==> src/hw/rtl/kfi_pkg.sv <==
// kfi_pkg: shared types and constants for the keyframe interpolator.
// Item and result structs, key table row, microcode step/uop/condition codes.
// No dependencies.
package kfi_pkg;

  localparam int MAX_KEYS   = 64;
  localparam int KEY_ADDR_W = $clog2(MAX_KEYS);
  localparam int CNT_W      = 7;       // key_count register width
  localparam int TIME_W     = 24;      // unsigned Q16.8
  localparam int VAL_W      = 32;      // signed Q16.16
  localparam int FRAC_W     = 16;      // factor, Q0.16
  localparam int DIV_CNT_W  = $clog2(FRAC_W);
  localparam int PROD_W     = VAL_W + FRAC_W + 2;

  localparam logic OP_WRITE  = 1'b0;
  localparam logic OP_SAMPLE = 1'b1;

  typedef struct packed {
    logic                  opcode;
    logic [KEY_ADDR_W-1:0] key_index;
    logic [TIME_W-1:0]     key_time;
    logic signed [VAL_W-1:0] value_x;
    logic signed [VAL_W-1:0] value_y;
    logic signed [VAL_W-1:0] value_z;
    logic [TIME_W-1:0]     sample_time;
  } in_item_t;

  typedef struct packed {
    logic signed [VAL_W-1:0] out_x;
    logic signed [VAL_W-1:0] out_y;
    logic signed [VAL_W-1:0] out_z;
    logic [KEY_ADDR_W-1:0]   segment_start;
    logic                    held_last;
  } out_item_t;

  typedef struct packed {
    logic [TIME_W-1:0]       key_time;
    logic signed [VAL_W-1:0] key_x;
    logic signed [VAL_W-1:0] key_y;
    logic signed [VAL_W-1:0] key_z;
  } key_row_t;

  typedef enum logic [3:0] {
    ST_IDLE, ST_PRIME, ST_SCAN, ST_SCAN_EXIT, ST_HOLD_RD, ST_HOLD_OUT,
    ST_LOAD_A, ST_LOAD_B, ST_LOAD_C, ST_FACTOR, ST_DIV,
    ST_MUL_X, ST_MUL_Y, ST_MUL_Z, ST_MIX_OUT
  } step_t;

  typedef enum logic [3:0] {
    U_ACCEPT, U_PRIME, U_SCAN, U_SEG, U_HOLD_RD, U_HOLD_OUT,
    U_RD_SEG, U_RD_SEG1, U_LATCH_B, U_FACTOR, U_DIV,
    U_MUL_X, U_MUL_Y, U_MUL_Z, U_MIX_OUT
  } uop_t;

  typedef enum logic [2:0] {
    C_NEVER, C_ALWAYS, C_NOT_SAMPLE, C_ONE_KEY,
    C_SCAN_MORE, C_FOUND, C_NO_DIV, C_DIV_MORE
  } cond_t;

  typedef struct packed {
    uop_t  uop;
    cond_t cond;
    step_t target;
  } ucode_t;

  typedef struct packed {
    uop_t uop;
  } ctrl_t;

  typedef struct packed {
    logic one_key;
    logic scan_more;
    logic found;
    logic no_div;
    logic div_more;
  } status_t;

endpackage

==> src/hw/rtl/kfi_sequencer.sv <==
// kfi_sequencer: step counter plus microcode ROM with conditional jumps.
// Depends on kfi_pkg.
module kfi_sequencer (
  input  logic             clk,
  input  logic             rst,
  input  logic             sample_go,
  input  kfi_pkg::status_t status,
  output kfi_pkg::ctrl_t   ctrl,
  output logic             busy
);
  import kfi_pkg::*;

  step_t  step;
  step_t  step_next;
  ucode_t word;
  logic   take;

  // program: uop, jump condition, jump target (else fall through)
  always_comb begin
    case (step)
      ST_IDLE:      word = '{U_ACCEPT,   C_NOT_SAMPLE, ST_IDLE};
      ST_PRIME:     word = '{U_PRIME,    C_ONE_KEY,    ST_HOLD_RD};
      ST_SCAN:      word = '{U_SCAN,     C_SCAN_MORE,  ST_SCAN};
      ST_SCAN_EXIT: word = '{U_SEG,      C_FOUND,      ST_LOAD_A};
      ST_HOLD_RD:   word = '{U_HOLD_RD,  C_NEVER,      ST_IDLE};
      ST_HOLD_OUT:  word = '{U_HOLD_OUT, C_ALWAYS,     ST_IDLE};
      ST_LOAD_A:    word = '{U_RD_SEG,   C_NEVER,      ST_IDLE};
      ST_LOAD_B:    word = '{U_RD_SEG1,  C_NEVER,      ST_IDLE};
      ST_LOAD_C:    word = '{U_LATCH_B,  C_NEVER,      ST_IDLE};
      ST_FACTOR:    word = '{U_FACTOR,   C_NO_DIV,     ST_MUL_X};
      ST_DIV:       word = '{U_DIV,      C_DIV_MORE,   ST_DIV};
      ST_MUL_X:     word = '{U_MUL_X,    C_NEVER,      ST_IDLE};
      ST_MUL_Y:     word = '{U_MUL_Y,    C_NEVER,      ST_IDLE};
      ST_MUL_Z:     word = '{U_MUL_Z,    C_NEVER,      ST_IDLE};
      ST_MIX_OUT:   word = '{U_MIX_OUT,  C_ALWAYS,     ST_IDLE};
      default:      word = '{U_ACCEPT,   C_ALWAYS,     ST_IDLE};
    endcase
  end

  always_comb begin
    case (word.cond)
      C_NEVER:      take = 1'b0;
      C_ALWAYS:     take = 1'b1;
      C_NOT_SAMPLE: take = !sample_go;
      C_ONE_KEY:    take = status.one_key;
      C_SCAN_MORE:  take = status.scan_more;
      C_FOUND:      take = status.found;
      C_NO_DIV:     take = status.no_div;
      C_DIV_MORE:   take = status.div_more;
      default:      take = 1'b1;
    endcase
  end

  always_comb begin
    step_next = take ? word.target : step_t'(4'(step) + 4'd1);
  end

  always_ff @(posedge clk) begin
    if (rst) begin
      step <= ST_IDLE;
    end else begin
      step <= step_next;
    end
  end

  always_comb begin
    ctrl.uop = word.uop;
    busy     = (step != ST_IDLE);
  end

endmodule

==> config.mk <==
export PLATFORM = sky130hd
export DESIGN_NAME = kfi_sequencer
export DESIGN_NICKNAME = d
export VERILOG_FILES = /design/src/hw/rtl/kfi_pkg.sv /design/src/hw/rtl/kfi_sequencer.sv
export SDC_FILE = /design/constraint.sdc
export NUM_CORES = 1
export LEC_CHECK = 0
export BUFFER_PORTS_ARGS = -buffer_cell sky130_fd_sc_hd__buf_2
export CAP_MARGIN = 20
export CORE_MARGIN = 2
export CORE_UTILIZATION = 48
export CTS_CLUSTER_DIAMETER = 30
export DETAILED_ROUTE_END_ITERATION = 7
export PLACE_DENSITY = 0.74
export SLEW_MARGIN = 20
export SYNTH_ARGS = -nofsm -noshare
export SYNTH_HDL_FRONTEND = slang
export SYNTH_SLANG_ARGS = --single-unit
==> constraint.sdc <==
create_clock -name clk -period 2.1 [get_ports clk]
set_input_delay 0.42 -clock clk [delete_from_list [all_inputs] [get_ports clk]]
set_output_delay 0.42 -clock clk [all_outputs]
set_load 0.02 [all_outputs]
==> flow_summary.toml <==
[setup_path]
required_ns = 2.27
path_class = "reg2reg"
worst_ep_arrival_time_ns = 2.16
cp-end-kind = "flip-flop"
start_kind = "flip-flop"
cp_max_fo = 5

[sta]
post-route-period-util_pct = 94.8
final.setup.worst_slack_ns = 0.109
clock.fmax_mhz = 502
max_slew_margin_pct = 77.5
finalHoldViolCount = 0
rsz0062_at_grt = "true"
tightest_slew_ns = 0.337
drv_slew = 0
fin_crit_ns = 1.99
finalSetupViolCount = 0
fin_skew_ns = 0.00385

[floorplanning]
dieWidth_um = 44.8
core_area_sq_um = 1540
die_y_um = 44.8
pin_count = 13
rows = 14
floorplan.initialDensity_pct = 51.9
die_area_sq_um = 2010

[cts]
h-tree-depth = 1
cts_made_buffers = 3
post_cts_buffers = 0
postCtsResizedCells = 0
cts_sinks = 14
cts_hold_buf = 0
root_buffer = "clkbuf_4"
clkTransAtPathRegs_ns = 0.08
clockBufferDepth = 2
clkLatencyLatePin_ns = 0.27
cts_tree = "built"

[synth]
synth_compound_area_share_pct = 15.5
netlist_top_cells_area = "dfxtp_1 35%, ha_1 7.8%, mux2_4 5.6%, buf_4 3.8%, inv_1 3.3%"
synth.avg_cell_area_sq_um = 10.0
yosys.area_share.simple_pct = 18.6
ys_warn_count = 0
syn-num-nets = 93
synthMuxAreaShare_pct = 9.69
ys_seq_area_share_pct = 35.0
synth_cells = 80
synth-adder-area-share_pct = 7.81
synth_xor_area_share_pct = 2.19
synth_top_family_by_area = "simple AND/OR/NAND/NOR gates"
ys_types = 38
netlist_area_sq_um = 801
yosysTopAreaCell = "dfxtp_1"
synth_top_cell_area_share_pct = 35.0
yosys_most_used_dff = "dfxtp_1"
ys_ff_latch = 14
synthArstFlopShare_pct = 0
synth-edff-count = 0

[pwr]
power_density_nw_per_um2 = 1380
power_w = 0.00131
p_leak_nw = 0.453
peakVddDrop_mv = 0.619

[drt]
ant_nets = 0
wl_per_cell_um = 12.0
drc_errors = 0
vias = 589
firstDrtPassIters = 4
wl_um = 1390
drt_iter0_drc = 14
routed_via_density = 5.08

[grt]
grt_max_degree = 9
first_global_vias = 567
gr-total-overflow = 0
antenna_found_initial = 0
grt_use_total_pct = 16.4
grt_pass1_wl_um = 2390

[layout]
post_route_cells_drive_above_1_share_pct = 42.0
layout_commonest_cell = "dfxtp_1"
diodes = 0
final_cell_mix = "13 x dfxtp_1, 12 x buf_2, 12 x buf_4"
syn2layout_area_growth_pct = 18.3
nets = 115

[placement]
io_buffers = 12
dp_slack_ns = -0.0244
gp_congestion = 0.818
place_hpwl_um = 1130

[outcome]
status = "complete, no violations"

[run]
drv_cap = 0

[min_path]
hold_class = "in2reg"
[state kept, by name, summed over array words and instances (netlist names)]
signal	flops
word	10
step	4
[final timing paths]
| path | startpoint | to | slack, ns | cells after the start |
|---|---|---|---|---|
| setup / recovery | word[5]$_DFF_P_ | word[6]$_DFF_P_ | 0.11 | 8 |
| hold / removal | rst | step[2]$_SDFF_PP0_ | 0.63 | 3 |
| setup reg to reg | word[5]$_DFF_P_ | word[6]$_DFF_P_ | 0.11 | 8 |
| hold reg to reg | word[2]$_SDFF_PP0_ | step[2]$_SDFF_PP0_ | 0.65 | 2 |
[routing by layer]
layer / global-route usage [%] / wire length [um] / share of wire (%)
met5: 0 / 0 / 0
met4: 5.29 / 14 / 1.0
met3: 3.60 / 61 / 4.4
met2: 26.4 / 632 / 46
met1: 21.8 / 679 / 49
[power breakdown]
part | switching [W] | total [W] | internal [W]
clock network | 0.0000757 | 0.000142 | 0.0000664
registers | 0.0000593 | 0.000415 | 0.000356
logic | 0.000381 | 0.000751 | 0.000370
total | 0.000516 | 0.00131 | 0.000793
[layout make-up]
class / count / area (sq um)
well taps: 16 / 20.0
clock buffers: 3 / 22.5
flip-flops and latches: 14 / 282
inverters: 8 / 32.5
multi-input cells: 51 / 440
repair buffers: 24 / 150
fillers: 129 / 594
[kinds of logic after synthesis]
family                     Yosys count
buffers and inverters               15
xor gates and xnor gates             2
muxes                                5
AOI/OAI and AO/OA                   14
adders and majority gates            5
and+or+nand+nor                     25
DFF                                 14
[synthesized netlist by cell type (2+ instances only)]
cell / instances
a21boi_0: 2
nor2_1: 6
nand2_1: 2
dfxtp_1: 14
a211oi_2: 2
ha_1: 5
inv_1: 7
mux2_4: 3
nor3_1: 4
nor4b_1: 2
a22oi_1: 2
buf_4: 4
buf_6: 2
[worst max-delay path, cell delays in order, from the launching register on]
cell and delay [ns]:
dfxtp_2 0.35, mux2i_2 0.15, o311ai_2 0.31, or2_1 0.19
a21oi_2 0.06, or2_4 0.24, ha_1 0.33, nor2_1 0.06
o21ba_1 0.18
[through the flow]
stage | TNS (ns) | utilization [%] | area, sq um | instances | hold WS [ns]
finish | 0 | 61.4 | 947 | 116 | 0.635
global route | 0 | 61.4 | 947 | 116 | 0.660
CTS | 0 | 60.7 | 936 | 116 | 0.630
detailed placement | -0.0637 | 59.3 | 913 | 113 | 0.643
global placement | -0.0522 | 59.3 | 913 | 113 | 0.661
floorplan | 0 | - | 801 | 80 | 0.618
Power figures use the tool's default switching activity.
