<file path="config.mk">
export PLATFORM = sky130hd
export DESIGN_NAME = kfi_datapath
export DESIGN_NICKNAME = d
export VERILOG_FILES = /design/src/hw/rtl/kfi_pkg.sv /design/src/hw/rtl/kfi_datapath.sv
export SDC_FILE = /design/constraint.sdc
export NUM_CORES = 2
export LEC_CHECK = 0
export BUFFER_PORTS_ARGS = -buffer_cell sky130_fd_sc_hd__buf_2
export CAP_MARGIN = 20
export CORE_ASPECT_RATIO = 0.9
export CORE_MARGIN = 8
export CORE_UTILIZATION = 56
export CTS_CLUSTER_SIZE = 25
export DETAILED_ROUTE_END_ITERATION = 10
export PLACE_DENSITY_LB_ADDON = 0.05
export SLEW_MARGIN = 20
export SYNTH_ARGS = -nofsm -noshare
export SYNTH_HDL_FRONTEND = slang
export SYNTH_SLANG_ARGS = --single-unit
</file>
<file path="constraint.sdc">
create_clock -name clk -period 11.95 [get_ports clk]
set_input_delay 2.39 -clock clk [delete_from_list [all_inputs] [get_ports clk]]
set_output_delay 2.39 -clock clk [all_outputs]
set_load 0.005 [all_outputs]
</file>
<file path="src/hw/rtl/kfi_pkg.sv">
// kfi_pkg: shared types and constants for the keyframe interpolator.
// Item and result structs, key table row, microcode step/uop/condition codes.
// No dependencies.
package kfi_pkg;

  localparam int MAX_KEYS   = 64;
  localparam int KEY_ADDR_W = $clog2(MAX_KEYS);
  localparam int CNT_W      = 7;       // key_count register width
  localparam int TIME_W     = 24;      // unsigned Q16.8
  localparam int VAL_W      = 32;      // signed Q16.16
  localparam int FRAC_W     = 16;      // factor, Q0.16
  localparam int DIV_CNT_W  = $clog2(FRAC_W);
  localparam int PROD_W     = VAL_W + FRAC_W + 2;

  localparam logic OP_WRITE  = 1'b0;
  localparam logic OP_SAMPLE = 1'b1;

  typedef struct packed {
    logic                  opcode;
    logic [KEY_ADDR_W-1:0] key_index;
    logic [TIME_W-1:0]     key_time;
    logic signed [VAL_W-1:0] value_x;
    logic signed [VAL_W-1:0] value_y;
    logic signed [VAL_W-1:0] value_z;
    logic [TIME_W-1:0]     sample_time;
  } in_item_t;

  typedef struct packed {
    logic signed [VAL_W-1:0] out_x;
    logic signed [VAL_W-1:0] out_y;
    logic signed [VAL_W-1:0] out_z;
    logic [KEY_ADDR_W-1:0]   segment_start;
    logic                    held_last;
  } out_item_t;

  typedef struct packed {
    logic [TIME_W-1:0]       key_time;
    logic signed [VAL_W-1:0] key_x;
    logic signed [VAL_W-1:0] key_y;
    logic signed [VAL_W-1:0] key_z;
  } key_row_t;

  typedef enum logic [3:0] {
    ST_IDLE, ST_PRIME, ST_SCAN, ST_SCAN_EXIT, ST_HOLD_RD, ST_HOLD_OUT,
    ST_LOAD_A, ST_LOAD_B, ST_LOAD_C, ST_FACTOR, ST_DIV,
    ST_MUL_X, ST_MUL_Y, ST_MUL_Z, ST_MIX_OUT
  } step_t;

  typedef enum logic [3:0] {
    U_ACCEPT, U_PRIME, U_SCAN, U_SEG, U_HOLD_RD, U_HOLD_OUT,
    U_RD_SEG, U_RD_SEG1, U_LATCH_B, U_FACTOR, U_DIV,
    U_MUL_X, U_MUL_Y, U_MUL_Z, U_MIX_OUT
  } uop_t;

  typedef enum logic [2:0] {
    C_NEVER, C_ALWAYS, C_NOT_SAMPLE, C_ONE_KEY,
    C_SCAN_MORE, C_FOUND, C_NO_DIV, C_DIV_MORE
  } cond_t;

  typedef struct packed {
    uop_t  uop;
    cond_t cond;
    step_t target;
  } ucode_t;

  typedef struct packed {
    uop_t uop;
  } ctrl_t;

  typedef struct packed {
    logic one_key;
    logic scan_more;
    logic found;
    logic no_div;
    logic div_more;
  } status_t;

endpackage

</file>
<file path="src/hw/rtl/kfi_datapath.sv">
// kfi_datapath: search index, key registers, restoring divider, shared
// multiplier and result register, all steered by the microcode uop.
// Depends on kfi_pkg.
module kfi_datapath (
  input  logic                           clk,
  input  logic                           rst,
  input  kfi_pkg::ctrl_t                 ctrl,
  input  kfi_pkg::in_item_t              request,
  input  logic [kfi_pkg::CNT_W-1:0]      key_count,
  input  kfi_pkg::key_row_t              rdata,
  output logic [kfi_pkg::KEY_ADDR_W-1:0] rd_addr,
  output kfi_pkg::status_t               status,
  output kfi_pkg::out_item_t             result,
  output logic                           done
);
  import kfi_pkg::*;

  logic [TIME_W-1:0]       samp_t;
  logic [CNT_W-1:0]        n;
  logic [CNT_W-1:0]        n_in;
  logic [CNT_W-1:0]        idx;
  logic [CNT_W-1:0]        idx_m2;
  logic [CNT_W-1:0]        n_m1;
  logic                    found_r;
  logic                    found_now;
  logic [KEY_ADDR_W-1:0]   seg;
  logic [KEY_ADDR_W-1:0]   seg_p1;
  logic [TIME_W-1:0]       t0, t1, span, rem;
  logic [TIME_W:0]         rem_dbl;
  logic                    rem_ge;
  logic [TIME_W-1:0]       rem_next;
  logic [FRAC_W-1:0]       quot, quot_next, f, f_trivial;
  logic [DIV_CNT_W-1:0]    cnt;
  logic signed [VAL_W-1:0] a_x, a_y, a_z, b_x, b_y, b_z;
  logic signed [VAL_W-1:0] ma, mb, mix_a;
  logic signed [VAL_W:0]   diff;
  logic signed [PROD_W-1:0] prod, prod_next;
  logic signed [VAL_W+1:0] mix_sum;
  logic                    t1_gt, off_pos, reach;
  out_item_t               res;

  // clamp key count into 1..MAX_KEYS
  always_comb begin
    if (key_count == '0) begin
      n_in = CNT_W'(1);
    end else if (key_count > CNT_W'(MAX_KEYS)) begin
      n_in = CNT_W'(MAX_KEYS);
    end else begin
      n_in = key_count;
    end
  end

  assign idx_m2    = idx - CNT_W'(2);
  assign n_m1      = n - CNT_W'(1);
  assign seg_p1    = seg + KEY_ADDR_W'(1);
  assign found_now = samp_t < rdata.key_time;

  always_comb begin
    case (ctrl.uop)
      U_HOLD_RD: rd_addr = n_m1[KEY_ADDR_W-1:0];
      U_RD_SEG:  rd_addr = seg;
      U_RD_SEG1: rd_addr = seg_p1;
      default:   rd_addr = idx[KEY_ADDR_W-1:0];
    endcase
  end

  // factor shortcuts: flat span or before start -> 0, at/after end -> all ones
  assign t1_gt     = t1 > t0;
  assign off_pos   = samp_t > t0;
  assign reach     = samp_t >= t1;
  assign f_trivial = (t1_gt && off_pos) ? '1 : '0;

  // restoring division, one quotient bit per step
  assign rem_dbl   = {rem, 1'b0};
  assign rem_ge    = rem_dbl >= {1'b0, span};
  assign rem_next  = rem_ge ? TIME_W'(rem_dbl - {1'b0, span}) : rem_dbl[TIME_W-1:0];
  assign quot_next = {quot[FRAC_W-2:0], rem_ge};

  always_comb begin
    case (ctrl.uop)
      U_MUL_X: begin
        ma = a_x;
        mb = b_x;
      end
      U_MUL_Y: begin
        ma = a_y;
        mb = b_y;
      end
      default: begin
        ma = a_z;
        mb = b_z;
      end
    endcase
  end

  always_comb begin
    case (ctrl.uop)
      U_MUL_Y: mix_a = a_x;
      U_MUL_Z: mix_a = a_y;
      default: mix_a = a_z;
    endcase
  end

  // a + floor((b - a) * f / 2^16); stays between a and b, so no overflow
  assign diff      = {mb[VAL_W-1], mb} - {ma[VAL_W-1], ma};
  assign prod_next = diff * $signed({1'b0, f});
  assign mix_sum   = {{2{mix_a[VAL_W-1]}}, mix_a} + prod[PROD_W-1:FRAC_W];

  always_comb begin
    status.one_key   = (n == CNT_W'(1));
    status.scan_more = !found_now && (idx != n);
    status.found     = found_r;
    status.no_div    = !t1_gt || !off_pos || reach;
    status.div_more  = (cnt != '0);
  end

  always_ff @(posedge clk) begin
    if (rst) begin
      done <= 1'b0;
    end else begin
      done <= (ctrl.uop == U_HOLD_OUT) || (ctrl.uop == U_MIX_OUT);
    end
  end

  always_ff @(posedge clk) begin
    case (ctrl.uop)
      U_ACCEPT: begin
        samp_t <= request.sample_time;
        n      <= n_in;
        idx    <= CNT_W'(1);
      end
      U_PRIME: begin
        idx <= idx + CNT_W'(1);
      end
      U_SCAN: begin
        found_r <= found_now;
        if (status.scan_more) begin
          idx <= idx + CNT_W'(1);
        end
      end
      U_SEG: begin
        seg <= idx_m2[KEY_ADDR_W-1:0];
      end
      U_HOLD_RD: begin
        seg <= n_m1[KEY_ADDR_W-1:0];
      end
      U_HOLD_OUT: begin
        res.out_x         <= rdata.key_x;
        res.out_y         <= rdata.key_y;
        res.out_z         <= rdata.key_z;
        res.segment_start <= seg;
        res.held_last     <= 1'b1;
      end
      U_RD_SEG: begin
      end
      U_RD_SEG1: begin
        t0  <= rdata.key_time;
        a_x <= rdata.key_x;
        a_y <= rdata.key_y;
        a_z <= rdata.key_z;
      end
      U_LATCH_B: begin
        t1  <= rdata.key_time;
        b_x <= rdata.key_x;
        b_y <= rdata.key_y;
        b_z <= rdata.key_z;
      end
      U_FACTOR: begin
        span <= t1 - t0;
        rem  <= samp_t - t0;
        quot <= '0;
        cnt  <= DIV_CNT_W'(FRAC_W - 1);
        f    <= f_trivial;
      end
      U_DIV: begin
        rem  <= rem_next;
        quot <= quot_next;
        f    <= quot_next;
        cnt  <= cnt - DIV_CNT_W'(1);
      end
      U_MUL_X: begin
        prod <= prod_next;
      end
      U_MUL_Y: begin
        res.out_x <= mix_sum[VAL_W-1:0];
        prod      <= prod_next;
      end
      U_MUL_Z: begin
        res.out_y <= mix_sum[VAL_W-1:0];
        prod      <= prod_next;
      end
      U_MIX_OUT: begin
        res.out_z         <= mix_sum[VAL_W-1:0];
        res.segment_start <= seg;
        res.held_last     <= 1'b0;
      end
      default: begin
      end
    endcase
  end

  assign result = res;

endmodule

</file>
==> run_results.csv <==
group,metric,value,unit
clock_network,clkTransAtPathRegs,0.06,ns
finish,stdcell_area,0.05142,mm2
finish,multi_input_comb_area,0.02662,mm2
global_route,grt_max_degree,66,
finish,layout-area-overhead-vs-synth,14.12,%
critical_path,ff2ff_path_depth,39,
critical_path,critPathMaxFanout,8,
finish,final_net_count,5964,
critical_path,arrival,11.86,ns
yosys,synthMostInstantiatedCell,"sky130_fd_sc_hd__inv_1",
sta,clock-skew-final,0.03470,ns
yosys,syn_inst,4452,
yosys,synth.ff_latch_count,504,
clock_network,cts_root_buffer,"sky130_fd_sc_hd__clkbuf_16",
clock_network,cts-root-to-sink-buffers,3,
yosys,synth_xor_xnor_area_share,3.316,%
yosys,synth_top_family_by_area,"adder cells",
yosys,synth_top_flop_cell,"sky130_fd_sc_hd__edfxtp_1",
finish,fillCellCount,6546,
die,chipHeight,285.1,um
critical_path,crit_end,"prod[45]$_DFFE_PP_",
route,final_antenna_net_count,0,
route,drc_errors,0,
global_route,antenna_found_initial,6,
yosys,yosys.area.top_type_share,33.52,%
flow_run,timing.max_cap.violations,0,
sta,finalMaxSlewViolations,0,
die,num_rows,98,
yosys,synth_commonest_cells,"733 x sky130_fd_sc_hd__inv_1, 542 x sky130_fd_sc_hd__nand2_1, 503 x sky130_fd_sc_hd__edfxtp_1, 494 x sky130_fd_sc_hd__fa_1, 302 x sky130_fd_sc_hd__ha_1",
clock_network,clock-sinks,504,
route,avgRoutedWirePerCell,19.38,um
critical_path,startpoint,"ctrl[2]",
critical_path,slowest_stage,"sky130_fd_sc_hd__fa_1",
global_route,global_route_wire_length_before_repair,182300,um
yosys,synth_seq_area_share,33.57,%
placed_design,portBuffers,271,
sta,setup-tns-final,0,ns
die,start_util,56.62,%
die,ios,399,
critical_path,worstSetupStartpointType,"input pin",
placed_design,placement.cell_area,0.04944,mm2
critical_path,cp_common_cell,"sky130_fd_sc_hd__buf_4",
yosys,netlist_area,0.04506,mm2
route,avgViaCountPerCell,5.506,
placed_design,dpl.hpwl,90860,um
die,coreArea,0.07958,mm2
sta,hold_vio_cnt_final,0,
route,number_of_vias_in_the_routed_layout,32940,
outcome,outcome,"complete, no violations",
yosys,synthesis.nets,5532,
yosys,synth_simple_gate_area_share,13.70,%
route,first_iter_violations,2396,
global_route,gr-total-overflow,0,
yosys,synth_compound_gate_area_share,10.79,%
route,postRouteWirelength,115900,um
yosys,synth_edf_count,503,
global_route,first_global_vias,33670,
critical_path,critPathKind,"in -> reg",
finish,drive_above_1_share,14.24,%
yosys,yosys.cell_types.count,73,
clock_network,cts_buffers,56,
yosys,warnings_synthesis,0,
sta,grt_setup_unrepaired,"no",
yosys,synth_fa_ha_area_share,30.33,%
yosys,synth.mux.area_fraction,0.6276,%
critical_path,timing.critical_path.required,12.32,ns
critical_path,cpPeakStageDelay,0.54,ns
min_path,hold_path_class,"reg -> reg",
clock_network,clock_tree.htree_level_count,2,
sta,worst-slew-pin-transition,1.008,ns
finish,final-seq-area,0.01512,mm2
die,die_x,315,um
clock_network,worstSkewPairLatency,0.63,ns
sta,final_min_period_over_clock_period,96.17,%
clock_network,clock_tree_from_tritoncts,"done",
critical_path,timing.critical_path.to_type,"flop",
critical_path,regToRegEndpoint,"prod[45]$_DFFE_PP_",
sta,slew_headroom,32.30,%
yosys,synth-async-reset-ratio,0,%
sta,setup_viol,0,
global_route,gr-usage-all-layers,25.74,%
min_path,min_delay_path_depth,0,
route,drt-pass1-iter-count,8,
yosys,netlist.top_cell.by_area,"sky130_fd_sc_hd__edfxtp_1",
yosys,mean_cell_area_of_the_mapped_netlist,10.12,um2
finish,layout.cells.non_filler,5982,
critical_path,regToRegStartpoint,"b_y[0]$_DFFE_PN_",
critical_path,r2r_setup_slack,2.70,ns
placed_design,place.gp.congestion,0.8833,
clock_network,quantity_of_hold_fixing_buffers_added_after_cts,0,
sta,fmax,0.08701,GHz
placed_design,placedCellCount,5872,
yosys,synth.area.top_cells,"sky130_fd_sc_hd__edfxtp_1 34%, sky130_fd_sc_hd__fa_1 22%, sky130_fd_sc_hd__ha_1 8.4%, sky130_fd_sc_hd__inv_1 6.1%, sky130_fd_sc_hd__nand2_1 4.5%",
die,floorplan.die_area,0.08981,mm2
sta,final_period_minus_worst_setup_slack,11.49,ns
==> cell usage in the layout, fill, tap and decap left out, types with 37 or more instances in the layout <==
master,instances
sky130_fd_sc_hd__nand3_1,52
sky130_fd_sc_hd__o22ai_1,37
sky130_fd_sc_hd__inv_1,733
sky130_fd_sc_hd__edfxtp_1,503
sky130_fd_sc_hd__a22oi_1,40
sky130_fd_sc_hd__and2_1,231
sky130_fd_sc_hd__buf_4,273
sky130_fd_sc_hd__nand2b_1,40
sky130_fd_sc_hd__nor2_1,167
sky130_fd_sc_hd__a21o_1,74
sky130_fd_sc_hd__xnor2_1,118
sky130_fd_sc_hd__a21oi_1,176
sky130_fd_sc_hd__xor2_1,48
sky130_fd_sc_hd__buf_2,271
sky130_fd_sc_hd__clkbuf_16,57
sky130_fd_sc_hd__fa_1,494
sky130_fd_sc_hd__o21ai_0,198
sky130_fd_sc_hd__nand2_1,542
sky130_fd_sc_hd__nor2b_1,66
sky130_fd_sc_hd__ha_1,302
==> per-stage QoR <==
step / setup slack [ns] / utilization (%) / hold slack (ns)
2_1_floorplan: 0.01717 / - / 0.4649
3_3_place_gp: -0.4314 / 62.12 / 0.4992
3_5_place_dp: -0.4876 / 62.12 / 0.5011
4_1_cts: 0.1441 / 64.50 / 0.5197
5_1_grt: 0.001112 / 64.61 / 0.5302
6_report: 0.4571 / 64.61 / 0.5101
==> worst max-delay path, delay by kind of cell <==
family | cells | cell delay [ns]
AOI/OAI and AO/OA | 12 | 2.33
xor gates and xnor gates | 2 | 0.30
adders and majority gates | 8 | 3.57
buffers and inverters | 14 | 1.81
and+or+nand+nor | 7 | 1.45
==> cells by family (layout without fill, tap and decap cells) <==
family,after synthesis,after routing
fa+ha+maj,796,796
simple gates,1278,1278
buf+inv,918,1395
xor+xnor,169,169
other cells,0,3
mux,27,27
flops,504,504
compound gates,760,760
==> state kept, by name (all words and copies together) (netlist names) <==
name and flops:
n 7, found_r 1, cnt 4, span 24
f 16, b_z 32, a_x 32, samp_t 24
a_z 32, t1 24, idx 7, prod 32
done 1, seg 6, rem 24, a_y 32
t0 24, quot 15, b_y 32, result 103
b_x 32
==> timing repair <==
item | in CTS | in global routing
endpoints found under the setup margin | 0 | 10
endpoints found under the hold margin | 0 | 0
buffers inserted | 0 | 4
gates resized for setup | 0 | 10
==> layout make-up <==
| cell class | count | area share, % |
|---|---|---|
| Clock inverter | 34 | 0.8200 |
| Antenna cell | 3 | 0.01460 |
| Clock buffer | 69 | 2.862 |
| Inverter | 733 | 5.351 |
| Multi-Input combinational cell | 3030 | 51.78 |
| Sequential cell | 504 | 29.41 |
| Tap cell | 1050 | 2.555 |
| Timing Repair Buffer | 559 | 7.208 |
==> worst min path at each step <==
| stage | start | end | slack, ns |
|---|---|---|---|
| finish | seg[5]$_DFFE_PP_ | result[6]$_DFFE_PP_ | 0.51 |
| global route | seg[5]$_DFFE_PP_ | result[6]$_DFFE_PP_ | 0.53 |
| CTS | seg[5]$_DFFE_PP_ | result[6]$_DFFE_PP_ | 0.52 |
| detailed placement | quot[14]$_SDFFCE_PN0P_ | f[15]$_DFFE_PP_ | 0.50 |
| global placement | quot[14]$_SDFFCE_PN0P_ | f[15]$_DFFE_PP_ | 0.50 |
| floorplan | seg[4]$_DFFE_PP_ | result[5]$_DFFE_PP_ | 0.46 |
==> metal layers <==
| metal | global-route usage [%] | share of wire [%] |
|---|---|---|
| met3 | 4.506 | 6.3 |
| met5 | 0 | 0.022 |
| met4 | 7.815 | 3.2 |
| met2 | 44.63 | 49 |
| met1 | 32.94 | 41 |
Power is not shown: default switching activity piles up to over one toggle a cycle in this logic, so the estimate is an artifact.
